### src/sv/vspa_pkg.sv
package vspa_pkg;

  localparam int CmdW     = 2;
  localparam int TimeW    = 32;
  localparam int SpeedW   = 8;
  localparam int RpmW     = 16;
  localparam int StatusW  = 4;
  localparam int CfgIdxW  = 3;
  localparam int CfgDataW = 16;

  localparam int DefRetryMs      = 150;
  localparam int DefAccelMaxGap  = 3000;
  localparam int MinAccelGap     = 500;
  localparam int AccelScale      = 100000;
  localparam int GapScale        = 36;
  localparam int RpmPerHundred   = 100;

  localparam logic [CmdW-1:0] CMD_TICK  = 2'd0;
  localparam logic [CmdW-1:0] CMD_TAKE  = 2'd1;
  localparam logic [CmdW-1:0] CMD_DROP  = 2'd2;
  localparam logic [CmdW-1:0] CMD_UNDEF = 2'd3;

  localparam logic [StatusW-1:0] ST_DISABLED = 4'd0;
  localparam logic [StatusW-1:0] ST_GATED    = 4'd1;
  localparam logic [StatusW-1:0] ST_NOT_DUE  = 4'd2;
  localparam logic [StatusW-1:0] ST_MISSED   = 4'd3;
  localparam logic [StatusW-1:0] ST_ABORTED  = 4'd4;
  localparam logic [StatusW-1:0] ST_NO_SPEED = 4'd5;
  localparam logic [StatusW-1:0] ST_OFF_HOLD = 4'd6;
  localparam logic [StatusW-1:0] ST_SAMPLED  = 4'd7;
  localparam logic [StatusW-1:0] ST_TAKEN    = 4'd8;
  localparam logic [StatusW-1:0] ST_DROPPED  = 4'd9;

  localparam logic [CfgIdxW-1:0] REG_PERIOD    = 3'd0;
  localparam logic [CfgIdxW-1:0] REG_ACC_LIM   = 3'd1;
  localparam logic [CfgIdxW-1:0] REG_BRK_LIM   = 3'd2;
  localparam logic [CfgIdxW-1:0] REG_OVERSPEED = 3'd3;
  localparam logic [CfgIdxW-1:0] REG_IDLE_RPM  = 3'd4;
  localparam logic [CfgIdxW-1:0] REG_MISS_LIM  = 3'd5;
  localparam logic [CfgIdxW-1:0] REG_OFF_LIM   = 3'd6;
  localparam logic [CfgIdxW-1:0] REG_OFF_PROBE = 3'd7;

  typedef struct packed {
    logic [CmdW-1:0]   command;
    logic [TimeW-1:0]  now_ms;
    logic              link_valid;
    logic              poll_ok;
    logic              speed_present;
    logic [SpeedW-1:0] speed_kmh;
    logic              has_rpm;
    logic [RpmW-1:0]   engine_rpm;
  } in_item_t;

  typedef struct packed {
    logic [StatusW-1:0] status;
    logic [7:0]         sample_count;
    logic [7:0]         speed_min;
    logic [7:0]         speed_max;
    logic [7:0]         rpm_max_hundreds;
    logic signed [7:0]  accel_peak;
    logic signed [7:0]  decel_peak;
    logic [3:0]         event_flags;
    logic [7:0]         event_count;
    logic signed [7:0]  sample_accel;
  } out_item_t;

  // Work handed from the pacer to the accumulator.
  typedef enum logic [1:0] {
    JOB_REPORT = 2'd0,  // emit status with current aggregate
    JOB_TAKE   = 2'd1,
    JOB_DROP   = 2'd2,
    JOB_SAMPLE = 2'd3
  } job_kind_t;

  typedef struct packed {
    job_kind_t          kind;
    logic [StatusW-1:0] status;
    logic [SpeedW-1:0]  speed;
    logic               has_rpm;
    logic [RpmW-1:0]    rpm;
    logic               accel_ok;   // gap in range, compute acceleration
    logic signed [8:0]  dspeed;
    logic [15:0]        gap_ms;
  } job_t;

  typedef struct packed {
    logic signed [7:0] acc_lim;
    logic signed [7:0] brk_lim;
    logic [7:0]        overspeed;
    logic [15:0]       idle_rpm;
  } evt_cfg_t;

endpackage

### src/sv/vspa_fifo.sv
module vspa_fifo
  import vspa_pkg::*;
(
  input  logic clk,
  input  logic rst_n,
  input  logic push,
  input  job_t push_data,
  output logic full,
  input  logic pop,
  output job_t pop_data,
  output logic empty
);
  job_t       mem_r [2];
  logic       wp_r, rp_r;
  logic [1:0] cnt_r;

  assign full = cnt_r == 2'd2;
  assign empty = cnt_r == 2'd0;
  assign pop_data = mem_r[rp_r];

  always_ff @(posedge clk) begin
    if (push) mem_r[wp_r] <= push_data;
    if (!rst_n) begin
      wp_r <= 1'b0;
      rp_r <= 1'b0;
      cnt_r <= 2'd0;
    end else begin
      if (push) wp_r <= ~wp_r;
      if (pop) rp_r <= ~rp_r;
      cnt_r <= cnt_r + {1'b0, push} - {1'b0, pop};
    end
  end
endmodule

### config.mk
export PLATFORM = sky130hd
export DESIGN_NAME = vspa_fifo
export DESIGN_NICKNAME = d
export VERILOG_FILES = /design/src/sv/vspa_pkg.sv /design/src/sv/vspa_fifo.sv
export SDC_FILE = /design/constraint.sdc
export NUM_CORES = 1
export LEC_CHECK = 0
export ABC_AREA = 0
export ABC_CLOCK_PERIOD_IN_PS = 6700
export BUFFER_PORTS_ARGS = -buffer_cell sky130_fd_sc_hd__buf_4
export CAP_MARGIN = 5
export CORE_MARGIN = 4
export CORE_UTILIZATION = 56
export DETAILED_ROUTE_END_ITERATION = 10
export PLACE_DENSITY = 0.84
export RECOVER_POWER = 100
export SLEW_MARGIN = 20
export SYNTH_ARGS = -nofsm -noshare
export SYNTH_HDL_FRONTEND = slang
export SYNTH_SLANG_ARGS = --single-unit
### constraint.sdc
create_clock -name clk -period 6.7 [get_ports clk]
set_input_delay 1.005 -clock clk [delete_from_list [all_inputs] [get_ports clk]]
set_output_delay 1.005 -clock clk [all_outputs]
set_load 0.01 [all_outputs]
==> run metrics, run 1 <==
Rows=32; power per cell area=338 nW/um2; Layout area overhead=29.0%; layout cells sized above 1=38.3%; Hold Path Cell Cnt=2; reg2reg setup slack=3.46 ns; peak supply drop=272 uV; status=finished, violations left; IO Port Bufs=119; sequential area share after synthesis=79.0%; Max-Cap Viols=3; Inserted Diodes=0; Via-to-Cell Ratio=5.02; Area contributors post-synth=edfxtp_1 (77%), mux2_4 (10%), mux2_2 (6.8%), dfxtp_1 (2.2%), buf_6 (1.0%); Synth Area in Simple Gates=1.21%; Syn Area/Cell=22.5 um2; CP Launch Type=register; Critical Path Fanout Max=57; Worst setup EP type=output port; worst r2r dst=mem_r[0][54]; yosys warns=0; crit path cell chain=mux2_2, clkbuf_1; CTS H-tree lvls=4; RSZ-0062 raised after global routing=no; Fin Setup TNS=0 ns; Bufs and invs on worst path=1; Core ar.=7730 um2; Yosys top cell area share=76.8%; Final #Nets=395; total CTS buffers=17; reg2reg start=wp_r; Worst-path clk slew=0.06 ns; Hold Violations, Final=0; Mapped Cells=198; failing checks=max-capacitance violations, max-slew violations; Hold Crit Start=rp_r; gpl congestion=0.728; WP data required=5.69 ns; worst slew pin tran=3.25 ns; most common cell after layout, fill and taps aside=edfxtp_1; Min Clock Period, post-route=4.23 ns; largest net degree at the start of global routing=59; DR vias=2244; Peak Freq=237 MHz; largest family of logic cells by synthesized area=multiplexers; post-synthesis compound-gate area fraction=0.168%; slowest cell on the critical path=dfxtp_1; DIE AREA=9450 um2; worst skew pair latency=0.50 ns; DRT antenna net count=0; final period utilization=63.1%; CTS tree=built; clock sink count=119; CTS resizes=0; post-CTS setup buffer count=0; Setup-failing EPs final=0; clk buf depth=2; root buffer cell=clkbuf_8; all-layer global routing usage=17.9%; drt wl/cell=18.1 um; post-synthesis register bit count=119; synthesized area=4460 um2; first-pass GRT wire length=12.7 mm; Max stage delay on crit path=2.06 ns; Die X=97.2 um; Die Y=97.2 um; CP Data Arrival Time=3.22 ns; initial core utilization=57.7%; relative slew slack=-116%; commonest non-fill, non-tap cells in the layout=edfxtp_1 (114), clkbuf_1 (46), clkbuf_4 (41); reg2reg path depth=2; delay-heaviest family, CP=flip-flops; Clock Skew=0.00790 ns; Pre-Repair DR Iteration Count=4; I/O pin count=120; top cell type by total area after synthesis=edfxtp_1; post-synthesis mux area share=16.9%; Netlist cell types=14; Synth Area in Adders=0.561%; Fin Hold WS=0.579 ns; leakage=2.08 nW; Hold Path Class=reg2reg; total gr overflow=0; initial DRC count=145; xor/xnor share of the synthesized area=0.702%; hold_buf cts=0; dpl hpwl=5.06 mm; vias in the first global route=2467; drt drc=0; Pins Over Slew Limit=175; drt total wl=8.11 mm; antenna violations before repair=0; syn nets=261; worst setup path class=reg2out
==> area by class of cell <==
class	instances	area, um2
sequential	119	3520
fill	503	1980
multi-input combinational	71	764
timing repair buffer	121	736
clock buffer	17	414
clock inverter	15	179
tap	102	128
inverter	2	7.51
==> state kept, by name, indices dropped and copies added, names as in the netlist, named ones only <==
register and count:
rp_r 1, wp_r 1, mem_r 114, cnt_r 2
==> power by group <==
part	switching (W)	internal [W]	total, W
clock network	0.000320	0.000566	0.000886
registers	0.0000243	0.000864	0.000888
logic	0.0000788	0.0000897	0.000168
total	0.000423	0.00152	0.00194
==> stage by stage <==
| step | setup slack [ns] | cells | util (%) | total power (W) | instance area, um2 |
|---|---|---|---|---|---|
| 6_report | 2.47 | 447 | 74.4 | 0.00194 | 5750 |
| 5_1_grt | 2.16 | 447 | 74.4 | 0.00201 | 5750 |
| 4_1_cts | 3.59 | 447 | 78.2 | 0.00200 | 6040 |
| 3_5_place_dp | 4.15 | 415 | 70.5 | 0.00111 | 5450 |
| 3_3_place_gp | 4.14 | 415 | 70.5 | 0.00110 | 5450 |
| 2_1_floorplan | 2.67 | 198 | - | 0.00100 | 4460 |
==> metal layers <==
metal  routed length [um]  track usage (%)
met5                    0                0
met4                   66             6.71
met3                  668             8.40
met2                 4280             29.5
met1                 3090             20.5
==> synthesized netlist by cell type <==
library cell	number
nor2b_1	4
ha_1	2
buf_2	2
o21a_1	1
edfxtp_1	114
mux2_2	27
xnor3_1	1
mux2_4	30
nor2_1	1
inv_1	2
dfxtp_1	5
and2_1	4
xor2_1	1
buf_6	4
==> worst max path at each step <==
stage	startpoint	end	slack [ns]	cells after the start
after global placement	register	pop_data[3]	4.14	2
final	register	pop_data[22]	2.47	2
after floorplan	push	mem_r[0][0]	2.67	1
after CTS	register	pop_data[3]	3.59	2
after global routing	register	pop_data[22]	2.16	2
after detailed placement	register	pop_data[21]	4.15	2
==> worst reg2reg max path, delay by kind of cell, from the launching register on <==
kind | cells | cell delay [ns]
flops | 1 | 0.31
buf+inv | 1 | 2.31
simple gates | 1 | 0.13
==> kinds of logic after synthesis <==
family / count (synthesis)
xor+xnor: 2
simple gates: 9
buf+inv: 8
flops: 119
mux: 57
fa+ha+maj: 2
compound gates: 1
Power figures use the tool's default switching activity.
==> inputs of run 2 (changes only) <==
- ABC_CLOCK_PERIOD_IN_PS: 6700 -> 4300
- CORE_UTILIZATION: 56 -> 52
- PLACE_DENSITY: 0.84 -> 0.79
- clock period: 6.7 -> 4.3 ns (I/O delays scaled with it)
==> run 2 against run 1 <==
  * The run now ends clean
  * Worst hold slack worse by 0.23 ns
  * Power is 52% higher
  * Via count is 0.31% lower
  * Critical path type unchanged
  * Sequential power is 55% higher
  * Clock-buffer cell count is 3 higher
  * Critical path depth stayed put
  * Highest routed layer unchanged
  * Wire length is 6.9% lower
  * Sequential cell count stayed put
  * Sequential share of layout area is 0.088 points higher
==> run metrics, run 2 (synthesis gave the netlist of run 1 again) <==
Core ar.=8260 um2; CP Data Arrival Time=2.35 ns; final core utilization=69.6%; worst slew pin tran=1.42 ns; clock sink count=119; vias in the first global route=2365; delay-heaviest family, CP=flip-flops; CTS resizes=0; dpl hpwl=4.81 mm; Die Y=101 um; Rows=33; Hold Violations, Final=0; Hold Path Cell Cnt=1; drt wl/cell=16.8 um; reg2reg path depth=2; FILL cells=599; layout cells sized above 1=38.1%; commonest non-fill, non-tap cells in the layout=edfxtp_1 (114), clkbuf_1 (45), clkbuf_4 (41); IO Port Bufs=119; Crit path depth=2; Final #Nets=395; most common cell after layout, fill and taps aside=edfxtp_1; Hold Path Class=in2reg; WP data required=3.65 ns; first-pass GRT wire length=11.5 mm; drt total wl=7.55 mm; all-layer global routing usage=15.5%; Worst-path clk slew=0.06 ns; power per cell area=513 nW/um2; final period utilization=69.7%; gpl congestion=0.690; peak supply drop=325 uV; clk buf depth=2; DRT antenna net count=0; post-CTS setup buffer count=0; Clock Skew=0.0103 ns; Fin Setup TNS=0 ns; crit path cell chain=mux2_1, buf_4; Pre-Repair DR Iteration Count=4; Inserted Diodes=0; relative slew slack=5.51%; Via-to-Cell Ratio=4.98; worst skew pair latency=0.49 ns; Fin Hold WS=0.353 ns; leakage=2.10 nW; total gr overflow=0; Pins Over Slew Limit=0; total CTS buffers=17; CTS tree=built; DIE AREA=10100 um2; DR vias=2237; Max-Cap Viols=0; CTS H-tree lvls=4; Worst setup EP type=output port; hold_buf cts=0; Setup-failing EPs final=0; worst setup path class=reg2out; biggest regs=mem_r: 114 flops, cnt_r: 2 flops; status=finished clean; drt drc=0; Min Clock Period, post-route=3.00 ns; I/O pin count=120; initial core utilization=54.0%; slowest cell on the critical path=dfxtp_2; Reg with most FFs=mem_r; Peak Freq=334 MHz; Critical Path Fanout Max=57; max reg flops=114; antenna violations before repair=0; Bufs and invs on worst path=1; largest net degree at the start of global routing=58; CP Launch Type=register; RSZ-0062 raised after global routing=no; initial DRC count=94; Max stage delay on crit path=1.26 ns; Die X=101 um; root buffer cell=clkbuf_8; Layout area overhead=28.9%
run 2: changes by cell type in the layout (fill, tap and decap cells not counted), sizes merged:
cell,delta
inv,-2
clkinvlp,-4
clkinv,+2
clkbuf,-1
buf,+4
run 2: worst register-to-register path, cell delays in order (launching register included):
cell and delay [ns]:
dfxtp_1 0.34, nor2b_4 0.72, clkbuf_1 1.12
run 2: per-layer routing:
metal / track usage (%) / part of all wire (%)
met5: 0 / 0
met4: 5.60 / 0.41
met3: 6.71 / 8.9
met2: 26.9 / 53
met1: 16.8 / 38
run 2: area by class of cell:
| type | count | area, um2 | area share (%) |
|---|---|---|---|
| Clock inverter | 11 | 133 | 2.31 |
| Tap cell | 105 | 131 | 2.29 |
| Multi-Input combinational cell | 71 | 773 | 13.5 |
| Inverter | 2 | 7.51 | 0.131 |
| Timing Repair Buffer | 121 | 751 | 13.1 |
| Sequential cell | 119 | 3520 | 61.3 |
| Clock buffer | 20 | 425 | 7.40 |
run 2: where the power goes:
group	total, W	leakage [nW]	internal [W]	switching, W
Combinational	0.000260	0.716	0.000140	0.000120
Sequential	0.00138	1.11	0.00134	0.0000373
Clock	0.00131	0.269	0.000868	0.000440
run 2: worst paths after layout:
| kind | from | endpoint | slack [ns] |
|---|---|---|---|
| setup / recovery | register | pop_data[39] | 1.30 |
| hold / removal | push_data[18] | mem_r[0][18] | 0.35 |
| setup reg to reg | wp_r | mem_r[0][34] | 1.71 |
| hold reg to reg | rp_r | register | 0.59 |
run 2: per-stage QoR:
| step | setup slack [ns] | cell area [um2] | cells | power, W |
|---|---|---|---|---|
| after floorplan | 0.629 | 4460 | 198 | 0.00157 |
| after global placement | 1.93 | 5460 | 418 | 0.00172 |
| after detailed placement | 1.92 | 5460 | 418 | 0.00173 |
| after CTS | 1.57 | 6010 | 449 | 0.00304 |
| after global routing | 1.13 | 5750 | 449 | 0.00308 |
| final | 1.30 | 5750 | 449 | 0.00295 |
