File: config.mk
export PLATFORM = sky130hd
export DESIGN_NAME = vspa_accum
export DESIGN_NICKNAME = d
export VERILOG_FILES = /design/src/sv/vspa_pkg.sv /design/src/sv/vspa_accum.sv
export SDC_FILE = /design/constraint.sdc
export NUM_CORES = 1
export LEC_CHECK = 0
export BUFFER_PORTS_ARGS = -buffer_cell sky130_fd_sc_hd__buf_2
export CORE_MARGIN = 1
export CORE_UTILIZATION = 67
export DETAILED_ROUTE_END_ITERATION = 8
export GPL_TIMING_DRIVEN = 0
export PLACE_DENSITY_LB_ADDON = 0.3
export SETUP_SLACK_MARGIN = 0.1
export SYNTH_ARGS = -nofsm -noshare
export SYNTH_HDL_FRONTEND = slang
export SYNTH_SLANG_ARGS = --single-unit
File: constraint.sdc
create_clock -name clk -period 12.69 [get_ports clk]
set_input_delay 0.6345 -clock clk [delete_from_list [all_inputs] [get_ports clk]]
set_output_delay 0.6345 -clock clk [all_outputs]
set_load 0.005 [all_outputs]
File: src/sv/vspa_pkg.sv
package vspa_pkg;

  localparam int CmdW     = 2;
  localparam int TimeW    = 32;
  localparam int SpeedW   = 8;
  localparam int RpmW     = 16;
  localparam int StatusW  = 4;
  localparam int CfgIdxW  = 3;
  localparam int CfgDataW = 16;

  localparam int DefRetryMs      = 150;
  localparam int DefAccelMaxGap  = 3000;
  localparam int MinAccelGap     = 500;
  localparam int AccelScale      = 100000;
  localparam int GapScale        = 36;
  localparam int RpmPerHundred   = 100;

  localparam logic [CmdW-1:0] CMD_TICK  = 2'd0;
  localparam logic [CmdW-1:0] CMD_TAKE  = 2'd1;
  localparam logic [CmdW-1:0] CMD_DROP  = 2'd2;
  localparam logic [CmdW-1:0] CMD_UNDEF = 2'd3;

  localparam logic [StatusW-1:0] ST_DISABLED = 4'd0;
  localparam logic [StatusW-1:0] ST_GATED    = 4'd1;
  localparam logic [StatusW-1:0] ST_NOT_DUE  = 4'd2;
  localparam logic [StatusW-1:0] ST_MISSED   = 4'd3;
  localparam logic [StatusW-1:0] ST_ABORTED  = 4'd4;
  localparam logic [StatusW-1:0] ST_NO_SPEED = 4'd5;
  localparam logic [StatusW-1:0] ST_OFF_HOLD = 4'd6;
  localparam logic [StatusW-1:0] ST_SAMPLED  = 4'd7;
  localparam logic [StatusW-1:0] ST_TAKEN    = 4'd8;
  localparam logic [StatusW-1:0] ST_DROPPED  = 4'd9;

  localparam logic [CfgIdxW-1:0] REG_PERIOD    = 3'd0;
  localparam logic [CfgIdxW-1:0] REG_ACC_LIM   = 3'd1;
  localparam logic [CfgIdxW-1:0] REG_BRK_LIM   = 3'd2;
  localparam logic [CfgIdxW-1:0] REG_OVERSPEED = 3'd3;
  localparam logic [CfgIdxW-1:0] REG_IDLE_RPM  = 3'd4;
  localparam logic [CfgIdxW-1:0] REG_MISS_LIM  = 3'd5;
  localparam logic [CfgIdxW-1:0] REG_OFF_LIM   = 3'd6;
  localparam logic [CfgIdxW-1:0] REG_OFF_PROBE = 3'd7;

  typedef struct packed {
    logic [CmdW-1:0]   command;
    logic [TimeW-1:0]  now_ms;
    logic              link_valid;
    logic              poll_ok;
    logic              speed_present;
    logic [SpeedW-1:0] speed_kmh;
    logic              has_rpm;
    logic [RpmW-1:0]   engine_rpm;
  } in_item_t;

  typedef struct packed {
    logic [StatusW-1:0] status;
    logic [7:0]         sample_count;
    logic [7:0]         speed_min;
    logic [7:0]         speed_max;
    logic [7:0]         rpm_max_hundreds;
    logic signed [7:0]  accel_peak;
    logic signed [7:0]  decel_peak;
    logic [3:0]         event_flags;
    logic [7:0]         event_count;
    logic signed [7:0]  sample_accel;
  } out_item_t;

  // Work handed from the pacer to the accumulator.
  typedef enum logic [1:0] {
    JOB_REPORT = 2'd0,  // emit status with current aggregate
    JOB_TAKE   = 2'd1,
    JOB_DROP   = 2'd2,
    JOB_SAMPLE = 2'd3
  } job_kind_t;

  typedef struct packed {
    job_kind_t          kind;
    logic [StatusW-1:0] status;
    logic [SpeedW-1:0]  speed;
    logic               has_rpm;
    logic [RpmW-1:0]    rpm;
    logic               accel_ok;   // gap in range, compute acceleration
    logic signed [8:0]  dspeed;
    logic [15:0]        gap_ms;
  } job_t;

  typedef struct packed {
    logic signed [7:0] acc_lim;
    logic signed [7:0] brk_lim;
    logic [7:0]        overspeed;
    logic [15:0]       idle_rpm;
  } evt_cfg_t;

endpackage

File: src/sv/vspa_accum.sv
module vspa_accum
  import vspa_pkg::*;
(
  input  logic     clk,
  input  logic     rst_n,
  input  logic     q_empty,
  input  job_t     q_data,
  output logic     q_pop,
  input  evt_cfg_t ecfg,
  output logic     out_valid,
  input  logic     out_ready,
  output out_item_t out_data
);
  // Serial restoring divider: |dspeed|*100000 (25 bits) / (36*gap) (up to 22 bits).
  localparam int NumW = 25;
  localparam int DenW = 22;
  localparam int CntW = $clog2(NumW + 1);
  // rpm / 100 as a multiply by 5243 and a shift by 19, exact over the unsaturated range below 25500.
  localparam int RecipHundred = 5243;
  localparam int RecipShift   = 19;

  typedef enum logic [2:0] {S_IDLE, S_DENOM, S_DIV, S_FIN, S_OUT} state_t;
  state_t state_r;

  job_t             job_r;
  logic [NumW-1:0]  num_r;
  logic [DenW-1:0]  den_r;
  logic [NumW-1:0]  rem_r;
  logic [CntW-1:0]  cnt_r;
  logic             neg_r;

  logic       any_r;
  logic [7:0] cnt_agg_r, smin_r, smax_r, rpm_r, ecnt_r;
  logic signed [7:0] amax_r, dmin_r;
  logic [3:0] ev_r, act_r;
  out_item_t  out_r;
  logic       ov_r;

  logic [NumW:0]   rem_sh;
  logic [NumW-1:0] q_sat;
  logic signed [7:0] accel;
  logic [28:0] hund_prod;
  logic [7:0] hund;
  logic [3:0] act, rising;
  logic [7:0] ecnt_v;
  logic [8:0] dabs;
  logic       res_load;

  assign dabs = q_data.dspeed[8] ? 9'(-q_data.dspeed) : 9'(q_data.dspeed);
  assign rem_sh = {rem_r, num_r[NumW-1]};
  assign q_pop = state_r == S_IDLE && !q_empty;
  assign out_valid = ov_r;
  assign out_data = out_r;
  assign res_load = (state_r == S_FIN || state_r == S_OUT) && (!ov_r || out_ready);

  always_comb begin
    hund_prod = 29'(job_r.rpm) * 29'(RecipHundred);
    hund = (job_r.rpm >= 16'(255 * RpmPerHundred)) ? 8'd255
         : 8'(hund_prod >> RecipShift);
    q_sat = num_r;
    if (!job_r.accel_ok) accel = '0;
    else if (neg_r) accel = (q_sat > NumW'(128)) ? -8'sd128 : 8'(-$signed({1'b0, q_sat}));
    else accel = (q_sat > NumW'(127)) ? 8'sd127 : 8'(q_sat);
    act = '0;
    act[0] = accel >= ecfg.acc_lim;
    act[1] = accel <= ecfg.brk_lim;
    act[2] = job_r.speed >= ecfg.overspeed;
    act[3] = job_r.speed == '0 && job_r.has_rpm && job_r.rpm > ecfg.idle_rpm;
    rising = act & ~act_r;
    ecnt_v = ecnt_r;
    for (int b = 0; b < 4; b++) begin
      if (rising[b] && ecnt_v != 8'd255) ecnt_v = ecnt_v + 8'd1;
    end
  end

  always_ff @(posedge clk) begin
    if (!rst_n) begin
      state_r <= S_IDLE; ov_r <= 1'b0; any_r <= 1'b0;
      cnt_agg_r <= '0; smin_r <= '0; smax_r <= '0; rpm_r <= '0; ecnt_r <= '0;
      amax_r <= '0; dmin_r <= '0; ev_r <= '0; act_r <= '0;
    end else begin
      if (res_load) ov_r <= 1'b1;
      else if (out_ready) ov_r <= 1'b0;
      case (state_r)
        S_IDLE: begin
          if (!q_empty) begin
            job_r <= q_data;
            num_r <= NumW'(dabs) * NumW'(AccelScale);
            neg_r <= q_data.dspeed[8];
            state_r <= (q_data.kind == JOB_SAMPLE) ? S_DENOM : S_OUT;
          end
        end
        S_DENOM: begin
          den_r <= DenW'(job_r.gap_ms) * DenW'(GapScale);
          rem_r <= '0;
          cnt_r <= CntW'(NumW);
          state_r <= job_r.accel_ok ? S_DIV : S_FIN;
        end
        S_DIV: begin
          if (rem_sh >= {{(NumW + 1 - DenW){1'b0}}, den_r}) begin
            rem_r <= NumW'(rem_sh - {{(NumW + 1 - DenW){1'b0}}, den_r});
            num_r <= {num_r[NumW-2:0], 1'b1};
          end else begin
            rem_r <= rem_sh[NumW-1:0];
            num_r <= {num_r[NumW-2:0], 1'b0};
          end
          cnt_r <= cnt_r - CntW'(1);
          if (cnt_r == CntW'(1)) state_r <= S_FIN;
        end
        S_FIN: begin
          if (!ov_r || out_ready) begin
            if (!any_r) begin
              smin_r <= job_r.speed; smax_r <= job_r.speed; any_r <= 1'b1;
            end else begin
              if (job_r.speed > smax_r) smax_r <= job_r.speed;
              if (job_r.speed < smin_r) smin_r <= job_r.speed;
            end
            if (job_r.has_rpm && hund > rpm_r) rpm_r <= hund;
            if (cnt_agg_r != 8'd255) cnt_agg_r <= cnt_agg_r + 8'd1;
            if (accel > amax_r) amax_r <= accel;
            if (accel < dmin_r) dmin_r <= accel;
            ev_r <= ev_r | rising;
            ecnt_r <= ecnt_v;
            act_r <= act;
            out_r.status <= ST_SAMPLED;
            out_r.sample_count <= (cnt_agg_r != 8'd255) ? cnt_agg_r + 8'd1 : cnt_agg_r;
            out_r.speed_min <= (!any_r || job_r.speed < smin_r) ? job_r.speed : smin_r;
            out_r.speed_max <= (!any_r || job_r.speed > smax_r) ? job_r.speed : smax_r;
            out_r.rpm_max_hundreds <= (job_r.has_rpm && hund > rpm_r) ? hund : rpm_r;
            out_r.accel_peak <= (accel > amax_r) ? accel : amax_r;
            out_r.decel_peak <= (accel < dmin_r) ? accel : dmin_r;
            out_r.event_flags <= ev_r | rising;
            out_r.event_count <= ecnt_v;
            out_r.sample_accel <= accel;
            state_r <= S_IDLE;
          end
        end
        S_OUT: begin
          if (!ov_r || out_ready) begin
            // A drop reports the aggregate after clearing, so all zero.
            out_r.status <= job_r.status;
            out_r.sample_count <= (job_r.kind == JOB_DROP) ? '0 : cnt_agg_r;
            out_r.speed_min <= (job_r.kind == JOB_DROP) ? '0 : smin_r;
            out_r.speed_max <= (job_r.kind == JOB_DROP) ? '0 : smax_r;
            out_r.rpm_max_hundreds <= (job_r.kind == JOB_DROP) ? '0 : rpm_r;
            out_r.accel_peak <= (job_r.kind == JOB_DROP) ? '0 : amax_r;
            out_r.decel_peak <= (job_r.kind == JOB_DROP) ? '0 : dmin_r;
            out_r.event_flags <= (job_r.kind == JOB_DROP) ? '0 : ev_r;
            out_r.event_count <= (job_r.kind == JOB_DROP) ? '0 : ecnt_r;
            out_r.sample_accel <= '0;
            if (job_r.kind == JOB_TAKE || job_r.kind == JOB_DROP) begin
              any_r <= 1'b0; cnt_agg_r <= '0; smin_r <= '0; smax_r <= '0;
              rpm_r <= '0; amax_r <= '0; dmin_r <= '0; ev_r <= '0;
              ecnt_r <= '0; act_r <= '0;
            end
            state_r <= S_IDLE;
          end
        end
        default: state_r <= S_IDLE;
      endcase
    end
  end
endmodule

==> summary.md, run 1 <==
| Metric | Value |
|---|---|
| Layout Nets | `2,851` |
| Horizontal die dimension | `180 um` |
| RePlAce Congestion | `0.925` |
| CP startpoint kind | `flip-flop` |
| Htree depth | `1` |
| GR Util All Layers | `32.0%` |
| FP Rows | `64` |
| Worst path bufs/invs | `3` |
| Maximum clock path buffer count | `3` |
| Wirelength, routed | `51,000 um` |
| Number of port buffers | `173` |
| Hpwl dp | `39,300 um` |
| CTS tree | `built` |
| Top Family by Delay on Critical Path | `compound AO/OA/AOI/OAI gates` |
| Synthesis-to-finish area growth | `12.0%` |
| Worst slew pin tran | `1350 ps` |
| Vias in the first global route | `17,302` |
| Die area | `32,300 sq um` |
| DRC | `16` |
| Reg2Reg Setup Slack | `3400 ps` |
| Failing checks | `design-rule violations` |
| Die Ht | `180 um` |
| Starting density of the core | `68.7%` |
| Critical path arrival | `9580 ps` |
| Global-route wire length before repair | `84,000 um` |
| Final Max Tran Viols | `0` |
| EDFF count, synth | `196` |
| Clock sink count | `265` |
| Sequential fraction of design power | `30.7%` |
| Switching pwr | `1.28 mW` |
| Total number of yosys warnings | `0` |
| Post-CTS setup buffers | `0` |
| CP max stage cell | `a221oi_1` |
| Inst Count DP | `2,726` |
| Outcome | `complete, but fails checks` |
| Max Cap Violations | `0` |
| CP peak stage delay | `1070 ps` |
| CTS root buf | `clkbuf_16` |
| Clock power frac | `25.7%` |
| Io pins | `175` |
| Cell leakage power | `10.7 nW` |
| Syn Area/Cell | `9.89 sq um` |
| Post-layout util | `77.0%` |
| Layout Cells excl Fill | `2,784` |
| Fin. Hold Viols | `0` |
| Setup WS post-layout | `3400 ps` |
| RSZ-0062 raised after global routing | `no` |
| Final setup fails | `0` |
| Setup TNS | `0 ps` |
| Register area share after synthesis | `34.3%` |
| FFs w/ async S/R, synth | `0%` |
| Crit path kind | `reg2reg` |
| Initial antenna violation count | `2` |
| Post-synth top flop | `edfxtp_1` |
| FMAX | `108 MHz` |
| Mapped Cells | `2,143` |
| Worst skew pair latency | `590 ps` |
| Hold_buf cts | `0` |
| Worst-path clk slew | `70 ps` |
| Core Area | `30,800 sq um` |
| Critical Path RT | `12,970 ps` |
| CP Max Fanout | `8` |
| Clock Skew | `29.3 ps` |
| Tmin final | `9290 ps` |
| Fraction of layout cells with a size suffix above 1 | `13.0%` |
| Total number of vias | `16,903` |
| Hold/Removal Path Class | `in2reg` |
| Flops & latches, synth | `265` |
| Internal | `2.20 mW` |
| WL/cell | `18.3 um` |
| Mapped cell area | `21,200 sq um` |
| Resized cells post-CTS | `0` |
| DRT antenna net count | `0` |
| PwrDens | `147 nW/um^2` |
| Drt first pass iters | `7` |
| Starting DRT DRC Count | `1,446` |
| Synth unique cells | `102` |
| Switching fraction of total power | `36.8%` |
| CTS Buf Count | `30` |
| Largest net degree at the start of global routing | `31` |
| Slew headroom | `10.1%` |
| Period utilization | `73.2%` |
| Crit end category | `flip-flop` |
| PnR Total Power | `3.49 mW` |
| Vias per cell | `6.07` |
| Post-Syn Nets | `2,632` |
| Worst vdd ir | `0.178 mV` |
| DP Worst Slack | `3650 ps` |
| GRT overflow | `0` |
| Combinational power share | `43.6%` |
[power by group through the flow]
stage / Clock (mW) / Combinational, mW / Sequential, mW
2_1_floorplan: 0 / 1.11 / 1.08
3_3_place_gp: 0 / 1.41 / 1.09
3_5_place_dp: 0 / 1.49 / 1.09
4_1_cts: 0.901 / 1.51 / 1.07
5_1_grt: 0.932 / 1.72 / 1.08
6_report: 0.895 / 1.52 / 1.07
[sequential cells by signal (all words and copies together), names as in the netlist, 5 cells and up]
register   flops
dmin_r         8
smax_r         8
rpm_r          8
amax_r         8
cnt_agg_r      8
ecnt_r         8
den_r         20
smin_r         8
job_r         48
rem_r         25
out_data      72
num_r         25
cnt_r          5
[metal layers]
| layer | up-vias | part of all wire, % | wire length [um] | global-route usage [%] |
|---|---|---|---|---|
| li1 | 7973 | - | - | - |
| met1 | 8186 | 41 | 21100 | 41.0 |
| met2 | 630 | 49 | 24900 | 55.1 |
| met3 | 114 | 6.7 | 3420 | 4.74 |
| met4 | 0 | 3.2 | 1630 | 11.6 |
| met5 | - | 0 | 0 | 0 |
[metrics by stage]
step | hold WS (ps) | area, sq um
finish | 221 | 23700
detailed placement | 456 | 22700
global route | 210 | 23700
floorplan | 433 | 21200
global placement | 447 | 22500
CTS | 204 | 23700
[final cells by class]
class / instances / area (sq um)
diodes: 2 / 5.00
plain buffers: 59 / 292
clock buffers: 40 / 798
clock inverters: 16 / 204
fillers: 2064 / 7100
inverters: 323 / 1210
multi-input cells: 1496 / 12400
flip-flops and latches: 265 / 7270
well taps: 396 / 495
repair buffers: 187 / 1010
[layout by cell type, fill, tap and decap left out, types with 24 or more instances in the layout]
master	instances
nor2_1	158
mux2i_1	32
a21oi_1	132
dfxtp_1	69
xnor2_1	67
inv_1	322
edfxtp_1	196
nand2b_1	24
fa_1	93
a21o_1	40
clkbuf_1	50
ha_1	295
nand3_1	36
a22o_1	24
clkbuf_16	30
nand2_1	139
buf_2	183
nor3_1	31
o21ai_0	70
[Yosys cell counts (11+ instances only)]
| cell | instances | area, sq um |
|---|---|---|
| a21o_1 | 40 | 300 |
| a21oi_1 | 132 | 661 |
| a22o_1 | 24 | 210 |
| a31oi_1 | 12 | 75.1 |
| and2_1 | 21 | 131 |
| and3_1 | 17 | 106 |
| clkbuf_1 | 41 | 154 |
| dfxtp_1 | 69 | 1380 |
| edfxtp_1 | 196 | 5890 |
| fa_1 | 93 | 1860 |
| ha_1 | 295 | 3690 |
| inv_1 | 322 | 1210 |
| mux2i_1 | 32 | 320 |
| nand2_1 | 139 | 522 |
| nand2b_1 | 24 | 150 |
| nand3_1 | 36 | 180 |
| nand4_1 | 17 | 106 |
| nor2_1 | 158 | 593 |
| nor2b_1 | 16 | 100 |
| nor3_1 | 33 | 165 |
| nor4_1 | 18 | 113 |
| o21a_1 | 12 | 90.1 |
| o21ai_0 | 70 | 350 |
| o21bai_1 | 20 | 150 |
| o22ai_1 | 17 | 106 |
| o31ai_1 | 13 | 97.6 |
| or3_1 | 18 | 113 |
| xnor2_1 | 67 | 587 |
| xor2_1 | 11 | 96.3 |
[kinds of logic (layout without fill, tap and decap cells)]
group                    count (synthesis)  count (layout)  share of synthesized area (%)
XOR/XNOR                                79              79                           3.30
multiplexers                            38              38                           1.99
AND/OR/NAND/NOR                        540             540                           12.6
flip-flops                             265             265                           34.3
AO/OA/AOI/OAI                          451             451                           14.5
other                                    0               2                              0
buffers and inverters                  382             625                           7.10
adder cells (fa/ha/maj)                388             388                           26.2
[path summary, 6_finish.rpt]
kind | end | from | cells past startpoint
max | out_data[14] | num_r[0] | 32
min | job_r[38] | q_data[38] | 1
max reg2reg | out_data[14] | num_r[0] | 32
min reg2reg | ev_r[1] | ev_r[1] | 2
(Power assumes the default switching activity.)
==> run 2: changes to the inputs <==
--- a/config.mk
+++ b/config.mk
@@ -7,7 +7,7 @@
 export LEC_CHECK = 0
 export BUFFER_PORTS_ARGS = -buffer_cell sky130_fd_sc_hd__buf_2
 export CORE_MARGIN = 1
-export CORE_UTILIZATION = 67
+export CORE_UTILIZATION = 62
 export DETAILED_ROUTE_END_ITERATION = 8
 export GPL_TIMING_DRIVEN = 0
 export PLACE_DENSITY_LB_ADDON = 0.3
==> constraint.sdc (replaced) <==
create_clock -name clk -period 9.5 [get_ports clk]
set_input_delay 0.475 -clock clk [delete_from_list [all_inputs] [get_ports clk]]
set_output_delay 0.475 -clock clk [all_outputs]
set_load 0.005 [all_outputs]
==> run 2 against run 1 <==
  * The flow now finishes without violations
  * Final cell count up 1.7%
  * Via count down 1.6%
  * Flip-flop and latch count unchanged
  * Combinational power up 34%
  * Sequential share of layout area down 0.11 points
  * Utilization down 6.1 points
  * Maximum frequency up 4.0%
  * Non-clock buffer count down 1
  * Setup slack worse by 2800 ps
  * First-iteration DRC count down 14%
  * Clock-buffer cell count unchanged
  * Critical path depth unchanged
  * Largest cell class unchanged
==> summary.md, run 2 (synthesized netlist as in run 1, its figures left out) <==
| Metric | Value |
|---|---|
| Clock sink count | `265 (unchanged)` |
| DP Worst Slack | `381 ps (was 3650 ps)` |
| GRT overflow | `0 (unchanged)` |
| Hold_buf cts | `0 (unchanged)` |
| Worst slew pin tran | `1290 ps (was 1350 ps)` |
| Drt first pass iters | `7 (unchanged)` |
| Commonest non-fill, non-tap cell in the layout | `inv_1 (unchanged)` |
| CTS root buf | `clkbuf_16 (unchanged)` |
| Outcome | `finished, final reports clean (was complete, but fails checks)` |
| Fraction of layout cells with a size suffix above 1 | `13.2% (was 13.0%)` |
| Post-layout instance area | `23,800 sq um (was 23,700 sq um)` |
| Initial antenna violation count | `3 (was 2)` |
| Internal | `2.94 mW (was 2.20 mW)` |
| Synthesis-to-finish area growth | `12.4% (was 12.0%)` |
| Setup WS post-layout | `563 ps (was 3400 ps)` |
| Switching fraction of total power | `36.8% (about the same)` |
| Switching pwr | `1.71 mW (was 1.28 mW)` |
| DRC | `0 (was 16)` |
| Worst vdd ir | `0.197 mV (was 0.178 mV)` |
| Dpl cell area | `22,800 sq um (was 22,700 sq um)` |
| Wirelength, routed | `51,800 um (was 51,000 um)` |
| DRT antenna net count | `0 (unchanged)` |
| Starting density of the core | `63.0% (was 68.7%)` |
| Antenna cell count | `0 (was 2)` |
| Hold/Removal Path Class | `in2reg (unchanged)` |
| CP startpoint kind | `flip-flop (unchanged)` |
| Vias per cell | `5.88 (was 6.07)` |
| Critical Path RT | `9770 ps (was 12,970 ps)` |
| Critical path arrival | `9210 ps (was 9580 ps)` |
| Hpwl dp | `40,000 um (was 39,300 um)` |
| Tmin final | `8940 ps (was 9290 ps)` |
| Die area | `34,900 sq um (was 32,300 sq um)` |
| Slew headroom | `13.7% (was 10.1%)` |
| Setup TNS | `0 ps (unchanged)` |
| WL/cell | `18.3 um (about the same)` |
| CTS tree | `built (unchanged)` |
| Top Family by Delay on Critical Path | `compound AO/OA/AOI/OAI gates (unchanged)` |
| Die Ht | `187 um (was 180 um)` |
| CP dominant cell by count | `ha_1` |
| FP Rows | `67 (was 64)` |
| Crit path kind | `reg2reg (unchanged)` |
| PwrDens | `195 nW/um^2 (was 147 nW/um^2)` |
| Period utilization | `94.1% (was 73.2%)` |
| Clock Skew | `12.7 ps (was 29.3 ps)` |
| Clock power frac | `25.6% (was 25.7%)` |
| Layout Nets | `2,849 (was 2,851)` |
| Post-layout util | `70.8% (was 77.0%)` |
| CP max stage cell | `or3b_2 (was a221oi_1)` |
| Final Max Tran Viols | `0 (unchanged)` |
| CTS Buf Count | `29 (was 30)` |
| Number of port buffers | `173 (unchanged)` |
| Combinational power share | `43.6% (about the same)` |
| Starting DRT DRC Count | `1,239 (was 1,446)` |
| Largest net degree at the start of global routing | `31 (unchanged)` |
| GR Util All Layers | `30.0% (was 32.0%)` |
| Inst Count DP | `2,777 (was 2,726)` |
| Worst path bufs/invs | `4 (was 3)` |
| Worst skew pair latency | `570 ps (was 590 ps)` |
| Fin. Hold Viols | `0 (unchanged)` |
| Cell leakage power | `10.8 nW (was 10.7 nW)` |
| Htree depth | `1 (unchanged)` |
| CP Max Fanout | `8 (unchanged)` |
| Final setup fails | `0 (unchanged)` |
| CP peak stage delay | `530 ps (was 1070 ps)` |
| RePlAce Congestion | `0.924 (was 0.925)` |
| Layout Cells excl Fill | `2,831 (was 2,784)` |
| Io pins | `175 (unchanged)` |
| Max reg flops | `72 (unchanged)` |
| Max Cap Violations | `0 (unchanged)` |
| Core Area | `33,600 sq um (was 30,800 sq um)` |
| Crit end category | `flip-flop (unchanged)` |
| Maximum clock path buffer count | `3 (unchanged)` |
| Total number of vias | `16,637 (was 16,903)` |
| Most frequent cells in the layout | `inv_1, ha_1, edfxtp_1, buf_2, nor2_1 (unchanged)` |
| Worst-path clk slew | `70 ps (about the same)` |
| Sequential fraction of design power | `30.7% (about the same)` |
| Vias in the first global route | `17,434 (was 17,302)` |
| RSZ-0062 raised after global routing | `no (unchanged)` |
| Horizontal die dimension | `187 um (was 180 um)` |
| Global-route wire length before repair | `84,900 um (was 84,000 um)` |
| FMAX | `112 MHz (was 108 MHz)` |
run 2: routing by layer:
layer | track usage [%] | up-vias | share of wire [%]
met2 | 52.1 | 584 | 49
li1 | - | 7948 | -
met1 | 37.3 | 7967 | 41
met4 | 11.0 | 6 | 3.6
met5 | 0 | - | 0.066
met3 | 5.31 | 132 | 6.7
run 2: power groups by stage:
stage	clock, mW	sequential [mW]	combinational [mW]
3_3_place_gp	0	1.46	1.88
3_5_place_dp	0	1.45	2.00
6_report	1.19	1.43	2.03
2_1_floorplan	0	1.44	1.49
4_1_cts	1.20	1.43	2.02
5_1_grt	1.25	1.44	2.31
run 2: metrics by stage:
step / total power, mW / hold slack (ps)
final: 4.65 / 75.3
after global routing: 4.99 / 54.4
after CTS: 4.65 / 55.6
after detailed placement: 3.45 / 456
after global placement: 3.34 / 447
after floorplan: 2.93 / 433
run 2: final timing paths:
path	end	slack, ps	cells past startpoint	startpoint
hold reg to reg	act_r[3]	470	2	act_r[3]
hold / removal	job_r[10]	80	1	q_data[10]
setup reg to reg	out_data[14]	560	32	num_r[1]
setup / recovery	out_data[14]	560	32	num_r[1]
run 2: final cells by class:
| class | count | area [sq um] |
|---|---|---|
| repair buffers | 186 | 998 |
| clock inverters | 14 | 143 |
| inverters | 323 | 1210 |
| well taps | 448 | 561 |
| plain buffers | 59 | 292 |
| multi-input cells | 1496 | 12500 |
| flip-flops and latches | 265 | 7270 |
| fillers | 2499 | 9810 |
| clock buffers | 40 | 871 |
run 2: timing repair:
item | CTS | global route
gates resized for setup | 0 | 4
endpoints found under the setup margin | 0 | 13
hold endpoints to repair | 0 | 0
buffers inserted | 0 | 0
